[src/rtl/tcpc_pkg.sv]
`default_nettype none

package tcpc_pkg;

  localparam int unsigned ByteW = 8;
  localparam int unsigned WordW = 16;

  // next-header value of the pseudo-header
  localparam logic [WordW-1:0] NextHdrTcp = 16'd6;

  typedef struct packed {
    logic [ByteW-1:0] data_byte;
    logic             is_last;
    logic [WordW-1:0] tcp_length;
  } in_item_t;

  // end-around-carry fold of a sum of up to four 16-bit words
  function automatic logic [WordW-1:0] oc_fold(input logic [WordW+1:0] t);
    logic [WordW:0] s;
    s = {1'b0, t[WordW-1:0]} + {{(WordW-1){1'b0}}, t[WordW+1:WordW]};
    return s[WordW-1:0] + {{(WordW-1){1'b0}}, s[WordW]};
  endfunction

endpackage

`default_nettype wire

[src/rtl/tcp_ipv6_checksum.sv]
`default_nettype none

// channel  | valid / ready           | payload
// ---------+-------------------------+--------------------------------------
// in       | in_valid_i / in_ready_o | data_byte_i, is_last_i, tcp_length_i
// out      | out_valid_o/out_ready_i | checksum_o
//
// one byte per cycle unless a pending result holds a last byte in the input register;
// a request is registered, then summed when it leaves the input register
// the checksum and out_valid_o are registered when the last byte leaves that register
// reset clears the running sum, parity and both valid flags
// a stalled result holds only a last byte; earlier non-last bytes keep flowing

module tcp_ipv6_checksum (
  input  wire logic                       clk_i,
  input  wire logic                       rst_ni,
  input  wire logic                       in_valid_i,
  output logic                            in_ready_o,
  input  wire logic [tcpc_pkg::ByteW-1:0] data_byte_i,
  input  wire logic                       is_last_i,
  input  wire logic [tcpc_pkg::WordW-1:0] tcp_length_i,
  output logic                            out_valid_o,
  input  wire logic                       out_ready_i,
  output logic [tcpc_pkg::WordW-1:0]      checksum_o
);
  import tcpc_pkg::*;

  in_item_t         in_q;
  logic             in_valid_q;
  logic             out_valid_q;
  logic [WordW-1:0] checksum_q;
  logic [WordW-1:0] checksum_d;
  logic             advance;

  // a non-last byte never needs the output register
  assign advance = in_valid_q && (!in_q.is_last || !out_valid_q || out_ready_i);
  assign in_ready_o = !in_valid_q || advance;

  tcpc_keeper u_keeper (
    .clk_i      (clk_i),
    .rst_ni     (rst_ni),
    .step_i     (advance),
    .item_i     (in_q),
    .checksum_o (checksum_d)
  );

  always_ff @(posedge clk_i or negedge rst_ni) begin
    if (!rst_ni) begin
      in_valid_q  <= 1'b0;
      out_valid_q <= 1'b0;
    end else begin
      if (in_ready_o) begin
        in_valid_q <= in_valid_i;
      end
      if (advance && in_q.is_last) begin
        out_valid_q <= 1'b1;
      end else if (out_ready_i) begin
        out_valid_q <= 1'b0;
      end
    end
  end

  always_ff @(posedge clk_i) begin
    if (in_valid_i && in_ready_o) begin
      in_q <= '{data_byte: data_byte_i, is_last: is_last_i, tcp_length: tcp_length_i};
    end
    if (advance && in_q.is_last) begin
      checksum_q <= checksum_d;
    end
  end

  assign out_valid_o = out_valid_q;
  assign checksum_o  = checksum_q;

  a_empty_ready: assert property (@(posedge clk_i) disable iff (!rst_ni)
    !in_valid_q |-> in_ready_o)
    else $error("input register empty but not ready");

  a_last_emits: assert property (@(posedge clk_i) disable iff (!rst_ni)
    advance && in_q.is_last |=> out_valid_o)
    else $error("last byte produced no checksum");

  a_no_overwrite: assert property (@(posedge clk_i) disable iff (!rst_ni)
    out_valid_q && !out_ready_i |-> !(advance && in_q.is_last))
    else $error("pending checksum overwritten");

endmodule

`default_nettype wire

[src/rtl/tcpc_keeper.sv]
`default_nettype none

module tcpc_keeper (
  input  wire logic                       clk_i,
  input  wire logic                       rst_ni,
  input  wire logic                       step_i,
  input  wire tcpc_pkg::in_item_t         item_i,
  output logic [tcpc_pkg::WordW-1:0]      checksum_o
);
  import tcpc_pkg::*;

  logic [WordW-1:0] sum_q, sum_d;
  logic [ByteW-1:0] pending_q;
  logic             odd_q, odd_d;
  logic [WordW-1:0] word;
  logic [WordW+1:0] total;

  // even position is the high byte; a lone trailing byte gets a zero low byte
  assign word = odd_q ? {pending_q, item_i.data_byte} : {item_i.data_byte, {ByteW{1'b0}}};

  // running sum plus the closing word, length and next header in one add
  assign total = {2'b00, sum_q} + {2'b00, word} + {2'b00, item_i.tcp_length}
               + {2'b00, NextHdrTcp};

  assign checksum_o = ~oc_fold(total);

  always_comb begin
    sum_d = sum_q;
    odd_d = odd_q;
    if (step_i) begin
      if (item_i.is_last) begin
        sum_d = '0;
        odd_d = 1'b0;
      end else begin
        odd_d = ~odd_q;
        if (odd_q) begin
          sum_d = oc_fold({2'b00, sum_q} + {2'b00, word});
        end
      end
    end
  end

  always_ff @(posedge clk_i or negedge rst_ni) begin
    if (!rst_ni) begin
      sum_q <= '0;
      odd_q <= 1'b0;
    end else begin
      sum_q <= sum_d;
      odd_q <= odd_d;
    end
  end

  always_ff @(posedge clk_i) begin
    if (step_i && !odd_q) begin
      pending_q <= item_i.data_byte;
    end
  end

  a_last_clears: assert property (@(posedge clk_i) disable iff (!rst_ni)
    step_i && item_i.is_last |=> !odd_q && sum_q == '0)
    else $error("packet state not cleared after last byte");

  a_parity_toggles: assert property (@(posedge clk_i) disable iff (!rst_ni)
    step_i && !item_i.is_last |=> odd_q != $past(odd_q))
    else $error("byte parity did not advance");

  a_idle_holds: assert property (@(posedge clk_i) disable iff (!rst_ni)
    !step_i |=> $stable(sum_q) && $stable(odd_q))
    else $error("keeper state moved without a request");

endmodule

`default_nettype wire

[config.mk]
export PLATFORM = sky130hd
export DESIGN_NAME = tcp_ipv6_checksum
export DESIGN_NICKNAME = d
export VERILOG_FILES = /design/src/rtl/tcpc_pkg.sv /design/src/rtl/tcp_ipv6_checksum.sv /design/src/rtl/tcpc_keeper.sv
export SDC_FILE = /design/constraint.sdc
export NUM_CORES = 1
export LEC_CHECK = 0
export BUFFER_PORTS_ARGS = -buffer_cell sky130_fd_sc_hd__buf_4
export CORE_ASPECT_RATIO = 1.5
export CORE_MARGIN = 2
export CORE_UTILIZATION = 59
export CTS_CLUSTER_SIZE = 8
export DETAILED_ROUTE_END_ITERATION = 8
export PLACE_DENSITY = 0.9
export SYNTH_ARGS = -nofsm -noshare
export SYNTH_HDL_FRONTEND = slang
export SYNTH_HIERARCHICAL = 1
export SYNTH_SLANG_ARGS = --single-unit
[constraint.sdc]
create_clock -name clk_i -period 9.85 [get_ports clk_i]
set_clock_uncertainty 0.2 [all_clocks]
set_input_delay 0.4925 -clock clk_i [delete_from_list [all_inputs] [get_ports clk_i]]
set_output_delay 0.4925 -clock clk_i [all_outputs]
set_load 0.1 [all_outputs]
# Word level (Yosys, flattened, before mapping)
# Index checks and enable logic that the tools add are counted.
[totals]
register_bits = 68
[classes]
addsub = 7
n_mux = 6
bitwise = 2
n_reduce_logical = 14
[op_table]
columns = ["op", "n"]
rows = [
  ["two-way mux 16 bit", 3],
  ["adder 16 x 2 -> 17 bit", 2],
  ["adder 16 x 1 -> 16 bit", 2],
  ["adder 18 x 16 -> 18 bit", 1],
  ["adder 18 x 3 -> 18 bit (second input constant)", 1],
  ["adder 16 x 16 -> 17 bit", 1],
  ["NOT 16 bit", 1],
  ["logical AND 1 bit", 4],
  ["logical NOT 1 bit", 4],
  ["nonzero test 2 bit", 2],
  ["logical OR 1 bit", 3],
  ["two-way mux 1 bit", 3],
  ["AND reduction 2 bit", 1],
  ["NOT 1 bit", 1],
]

# Depth between registers and ports, before layout
[logic_depth]
word_depth = 7
mapped_depth = 35
depth_no_buf = 33

# Cells and area by module
# Netlist, hierarchy kept.
[by_module_without_submodules]
columns = ["module", "n_inst", "cells_per_inst", "area_each_um2", "seq_area_each_um2"]
rows = [
  ["tcpc_keeper", 1, 477, 4102.7, 665.6],
  ["tcp_ipv6_checksum", 1, 51, 1337.5, 1281.2],
]

# Worst setup path before layout
# Ideal clock, no wire load.
[synth_path]
kind = "reg-to-reg"
start = "register u_keeper.odd_q"
end = "register checksum_q[14], in the netlist checksum_o[14], data pin"
t_arrival_ps = 6823
path_slack_ps = 2565
stages_incl_launch_ff = 35
path_buffers = 2
synth_period_minus_slack_ps = 7285
cell_sequence = "dfrtp_1 clkbuf_1 clkbuf_1 and2_1 ha_1 fa_1 a21o_1 a221oi_4 xnor2_2 ha_1 ha_1 o21ai_1 nand2b_1 a31oi_4 o2111ai_1 a31o_2 a21oi_1 o21bai_1 a21oi_1 xnor2_1 ha_1 fa_1 and3_1 nand4_1 nor3_1 ha_1 nand2_1 nor2b_1 and2_1 nand2_1 or3_1 nor3_2 o21ai_1 a21boi_2 xnor2_1"
[synth_between]
elab_chain_len = 7
[synth_rtl]
columns = ["element", "line", "text"]
rows = [
  ["from (decl)", "tcpc_keeper.sv:14", "logic odd_q, odd_d;"],
  ["from (signal assigned)", "tcpc_keeper.sv:46", "odd_q <= 1'b0;"],
  ["from (signal assigned)", "tcpc_keeper.sv:49", "odd_q <= odd_d;"],
  ["two-way mux 16 bit", "tcpc_keeper.sv:19", "assign word = odd_q ? {pending_q, item_i.data_byte} : {item_i.data_byte, {ByteW{1'b0}}};"],
  ["adder 16 x 16 -> 17 bit", "tcpc_keeper.sv:22", "assign total = {2'b00, sum_q} + {2'b00, word} + {2'b00, item_i.tcp_length}"],
  ["adder 18 x 16 -> 18 bit", "tcpc_keeper.sv:22", ""],
  ["adder 18 x 3 -> 18 bit", "tcpc_keeper.sv:23", "+ {2'b00, NextHdrTcp};"],
  ["adder 16 x 2 -> 17 bit", "tcpc_pkg.sv:20", "s = {1'b0, t[WordW-1:0]} + {{(WordW-1){1'b0}}, t[WordW+1:WordW]};"],
  ["adder 16 x 1 -> 16 bit", "tcpc_pkg.sv:21", "return s[WordW-1:0] + {{(WordW-1){1'b0}}, s[WordW]};"],
  ["NOT 16 bit", "tcpc_keeper.sv:25", "assign checksum_o = ~oc_fold(total);"],
  ["named net checksum_d[14]", "tcp_ipv6_checksum.sv:32", "logic [WordW-1:0] checksum_d;"],
  ["to (signal assigned)", "tcp_ipv6_checksum.sv:68", "checksum_q <= checksum_d;"],
  ["to (decl)", "tcp_ipv6_checksum.sv:31", "logic [WordW-1:0] checksum_q;"],
]
# The timed path passes the listed nets, and every way through them passes these cells.
# A chain may end at the register's enable or synchronous reset.

# Final worst setup path
# Ends and elaborated chain as after synthesis.

==> impl_metrics.xml <==
<?xml version="1.0" encoding="UTF-8"?>
<metrics>
  <group name="sta">
    <metric name="final_hold_vios" unit="">0</metric>
    <metric name="layout_min_cycle_time" unit="ps">7969</metric>
    <metric name="report.final.slew_viol_count" unit="">0</metric>
    <metric name="finalSetupTns" unit="ps">0</metric>
    <metric name="slew_at_the_pin_with_the_worst_max_slew_slack" unit="ps">1166</metric>
    <metric name="max_freq" unit="MHz">125.5</metric>
    <metric name="worst_slew_margin_rel" unit="">0.2226</metric>
    <metric name="grt_setup_unrepaired" unit="">no</metric>
    <metric name="fin_crit_sh" unit="">0.8090</metric>
    <metric name="post-route-worst-setup-slack" unit="ps">1881</metric>
    <metric name="setup_viol" unit="">0</metric>
  </group>
  <group name="critical_path">
    <metric name="worstPathArrival" unit="ps">7850</metric>
    <metric name="cp.depth" unit="">32</metric>
    <metric name="timing.critical_path.fanout_max" unit="">19</metric>
    <metric name="timing.critical_path.to_type" unit="">flop</metric>
    <metric name="cp.buffers_inverters" unit="">0</metric>
    <metric name="critical_path_s_slowest_cell" unit="">sky130_fd_sc_hd__xor2_1</metric>
    <metric name="worst_path_dominant_cell_family" unit="">simple AND/OR/NAND/NOR gates</metric>
    <metric name="worst_path_largest_cell_delay" unit="ps">570</metric>
    <metric name="crit_required" unit="ps">9730</metric>
    <metric name="r2r.worst_path.cells" unit="">32</metric>
    <metric name="path_common_cell" unit="">sky130_fd_sc_hd__ha_1</metric>
    <metric name="crit_path_start_kind" unit="">flop</metric>
    <metric name="critical_path_class" unit="">flop to flop</metric>
  </group>
  <group name="synth">
    <metric name="synth_nets" unit="">616</metric>
    <metric name="post_synth_num_cell_types" unit="">79</metric>
    <metric name="synth_top_family_by_area" unit="">compound AO/OA/AOI/OAI gates</metric>
    <metric name="post_synth_mux_area_share" unit="">0.01840</metric>
    <metric name="postSynthRegisterBits" unit="">68</metric>
    <metric name="synth-xor-area-share" unit="">0.09982</metric>
    <metric name="synth-compound-area-share" unit="">0.1812</metric>
    <metric name="asyncSetResetFlopFracSynth" unit="">0.2794</metric>
    <metric name="netlist_top_cells_count" unit="">sky130_fd_sc_hd__ha_1 (56), sky130_fd_sc_hd__edfxtp_1 (49), sky130_fd_sc_hd__xnor2_1 (38), sky130_fd_sc_hd__nand2_1 (35), sky130_fd_sc_hd__a21oi_1 (29)</metric>
    <metric name="yosysTopAreaCell" unit="">sky130_fd_sc_hd__edfxtp_1</metric>
    <metric name="post_synthesis_share_of_cell_area_spent_on_and_or_nand_and_nor_gates" unit="">0.1782</metric>
    <metric name="register_area_share_after_synthesis" unit="">0.3579</metric>
    <metric name="synth-adder-area-share" unit="">0.1398</metric>
    <metric name="synth_edf_count" unit="">49</metric>
    <metric name="synth.top_cell.area_share" unit="">0.2705</metric>
    <metric name="synthesis.area" unit="mm2">0.005440</metric>
    <metric name="number_of_synthesis_warnings" unit="">6</metric>
    <metric name="avgSynthCellArea" unit="um2">10.30</metric>
    <metric name="synthCells" unit="">528</metric>
    <metric name="synth_top_flop_cell" unit="">sky130_fd_sc_hd__edfxtp_1</metric>
    <metric name="post_synth_main_area_contributors" unit="">sky130_fd_sc_hd__edfxtp_1 (27%), sky130_fd_sc_hd__ha_1 (13%), sky130_fd_sc_hd__dfrtp_1 (8.7%)</metric>
    <metric name="dominant_cell_by_count_in_the_synthesized_netlist" unit="">sky130_fd_sc_hd__ha_1</metric>
  </group>
  <group name="cts">
    <metric name="ctsLongestPathBuffers" unit="">2</metric>
    <metric name="tritoncts" unit="">built</metric>
    <metric name="cts_root_buf" unit="">sky130_fd_sc_hd__clkbuf_16</metric>
    <metric name="cts_bufs_inserted" unit="">9</metric>
    <metric name="clock_sinks" unit="">68</metric>
    <metric name="count_of_hold_fix_buffers_inserted_at_cts" unit="">1</metric>
    <metric name="postCtsSetupRepairBufs" unit="">0</metric>
    <metric name="ctsResizeCount" unit="">0</metric>
    <metric name="cts.clk_slew.worst_paths" unit="ps">60</metric>
    <metric name="clkLatencyLatePin" unit="ps">340</metric>
    <metric name="htree_num_levels" unit="">3</metric>
  </group>
  <group name="detailed_routing">
    <metric name="dr.first_iter.drc_count" unit="">283</metric>
    <metric name="drt-vias-per-instance" unit="">6.389</metric>
    <metric name="dr_total_vias" unit="">4447</metric>
    <metric name="drt_pass1_iterations" unit="">5</metric>
    <metric name="drt-wirelength-per-cell" unit="um">18.82</metric>
    <metric name="drt.antenna.violating_nets" unit="">0</metric>
    <metric name="wirelength" unit="um">13100</metric>
    <metric name="route.detailed.drc" unit="">0</metric>
  </group>
  <group name="die">
    <metric name="die_y" unit="um">121.6</metric>
    <metric name="initial_utilization" unit="">0.6126</metric>
    <metric name="die_area" unit="mm2">0.01002</metric>
    <metric name="fp.coreArea" unit="mm2">0.008881</metric>
    <metric name="design.portCount" unit="">47</metric>
    <metric name="placementRows" unit="">42</metric>
    <metric name="fp.dieW" unit="um">82.41</metric>
  </group>
  <group name="placed_design">
    <metric name="placement.setup.worst_slack" unit="ps">1920</metric>
    <metric name="gp_congestion" unit="">0.9113</metric>
    <metric name="hpwl_detailed" unit="um">9973</metric>
    <metric name="place.port_buffers" unit="">46</metric>
  </group>
  <group name="finish">
    <metric name="fin_nets" unit="">669</metric>
    <metric name="area.growth.synth_to_final" unit="%">14.54</metric>
    <metric name="final_util" unit="">0.7016</metric>
    <metric name="final_layout_size_suffix_gt1_frac" unit="">0.1843</metric>
    <metric name="fill_cells" unit="">651</metric>
    <metric name="n_antenna_cell" unit="">0</metric>
  </group>
  <group name="global_routing">
    <metric name="grt_antenna_before_repair" unit="">0</metric>
    <metric name="grt_first_pass_wirelength" unit="um">20890</metric>
    <metric name="grt_start_max_net_pins" unit="">26</metric>
    <metric name="grt_pass1_vias" unit="">4565</metric>
    <metric name="grt_overall_usage" unit="">0.2796</metric>
    <metric name="grt.overflow.total" unit="">0</metric>
  </group>
  <group name="hold_path">
    <metric name="hold_wc_path_type" unit="">input port to flop</metric>
    <metric name="timing.hold.worst_path_depth" unit="">1</metric>
  </group>
  <group name="run_status">
    <metric name="run_status" unit="">complete, no violations</metric>
  </group>
  <group name="job">
    <metric name="max_cap_violations" unit="">0</metric>
  </group>
</metrics>
## cell families (layout without fill, tap and decap cells)
logic type,Yosys count,after routing
flip-flops,68,68
XOR/XNOR,59,59
AO/OA/AOI/OAI,127,127
AND/OR/NAND/NOR,171,171
buffers and inverters,35,93
adder cells (fa/ha/maj),59,59
multiplexers,9,9
## registers in the layout, indices dropped and copies added, names as in the netlist
register / count
checksum_o: 16
in_q: 25
in_valid_q: 1
out_valid_o: 1
u_keeper/odd_q: 1
u_keeper/pending_q: 8
u_keeper/sum_q: 16
## metal layers
| layer | GRT usage | vias to the layer above | share of wire |
|---|---|---|---|
| met1 | 0.2686 | 2131 | 0.34 |
| met2 | 0.5086 | 188 | 0.55 |
| met4 | 0.1917 | 0 | 0.061 |
| li1 | - | 2071 | - |
| met3 | 0.06000 | 57 | 0.051 |
| met5 | 0 | - | 0 |
## path summary, 6_finish.rpt
path	start	endpoint	slack, ps
worst min register to register	in_q[19]	u_keeper/pending_q[2]	280
max in group asynchronous	rst_ni	u_keeper/odd_q	8840
worst max register to register	u_keeper/odd_q	checksum_o[14]	1880
worst max-delay path	u_keeper/odd_q	checksum_o[14]	1880
min in group asynchronous	rst_ni	u_keeper/sum_q[14]	380
worst min-delay path	tcp_length_i[2]	in_q[2]	120
## cell type report
type	count	area, um2	area share
inverters	27	101.3	0.01627
clock buffers	10	229.0	0.03675
repair buffers	50	377.9	0.06064
flip-flops and latches	68	1947	0.3125
clock inverters	6	78.83	0.01265
multi-input cells	425	3359	0.5392
well taps	110	137.6	0.02209
## per-stage QoR
step	hold slack, ps	cell area (um2)	instances
3_5_place_dp	191.3	5913	679
4_1_cts	116.3	6231	696
6_report	125.0	6231	696
3_3_place_gp	186.3	5913	679
5_1_grt	112.0	6231	696
2_1_floorplan	-3.091	5440	528
## worst reg2reg max path: cells and delay by family (launching register included)
family                     cells  cell delay, ps
AOI/OAI and AO/OA             10            1970
xor gates and xnor gates       3             790
adders and majority gates      7            2010
DFF                            1             550
and+or+nand+nor               12            2190
## placed cells by master (no fill, tap or decap), types with 4 or more instances in the layout
cell and n:
sky130_fd_sc_hd__a21oi_1 29, sky130_fd_sc_hd__ha_1 56, sky130_fd_sc_hd__buf_4 49, sky130_fd_sc_hd__and3_1 13, sky130_fd_sc_hd__and2_1 15, sky130_fd_sc_hd__or3_1 4, sky130_fd_sc_hd__o21ai_1 5, sky130_fd_sc_hd__xor2_1 19
sky130_fd_sc_hd__o21bai_1 4, sky130_fd_sc_hd__dfrtp_1 19, sky130_fd_sc_hd__nor2b_1 4, sky130_fd_sc_hd__edfxtp_1 49, sky130_fd_sc_hd__nor2_1 26, sky130_fd_sc_hd__a21o_1 6, sky130_fd_sc_hd__nand2_1 35, sky130_fd_sc_hd__o21ai_0 20
sky130_fd_sc_hd__nand3_1 15, sky130_fd_sc_hd__nand4_1 4, sky130_fd_sc_hd__nand2b_1 11, sky130_fd_sc_hd__a22o_1 10, sky130_fd_sc_hd__mux2_2 8, sky130_fd_sc_hd__clkbuf_16 9, sky130_fd_sc_hd__or2_2 7, sky130_fd_sc_hd__inv_1 27
sky130_fd_sc_hd__xnor2_1 38, sky130_fd_sc_hd__o31ai_1 4, sky130_fd_sc_hd__nor3_1 14, sky130_fd_sc_hd__nor4_1 6
Power is not shown: default switching activity piles up to over one toggle a cycle in this logic, so the estimate is an artifact.
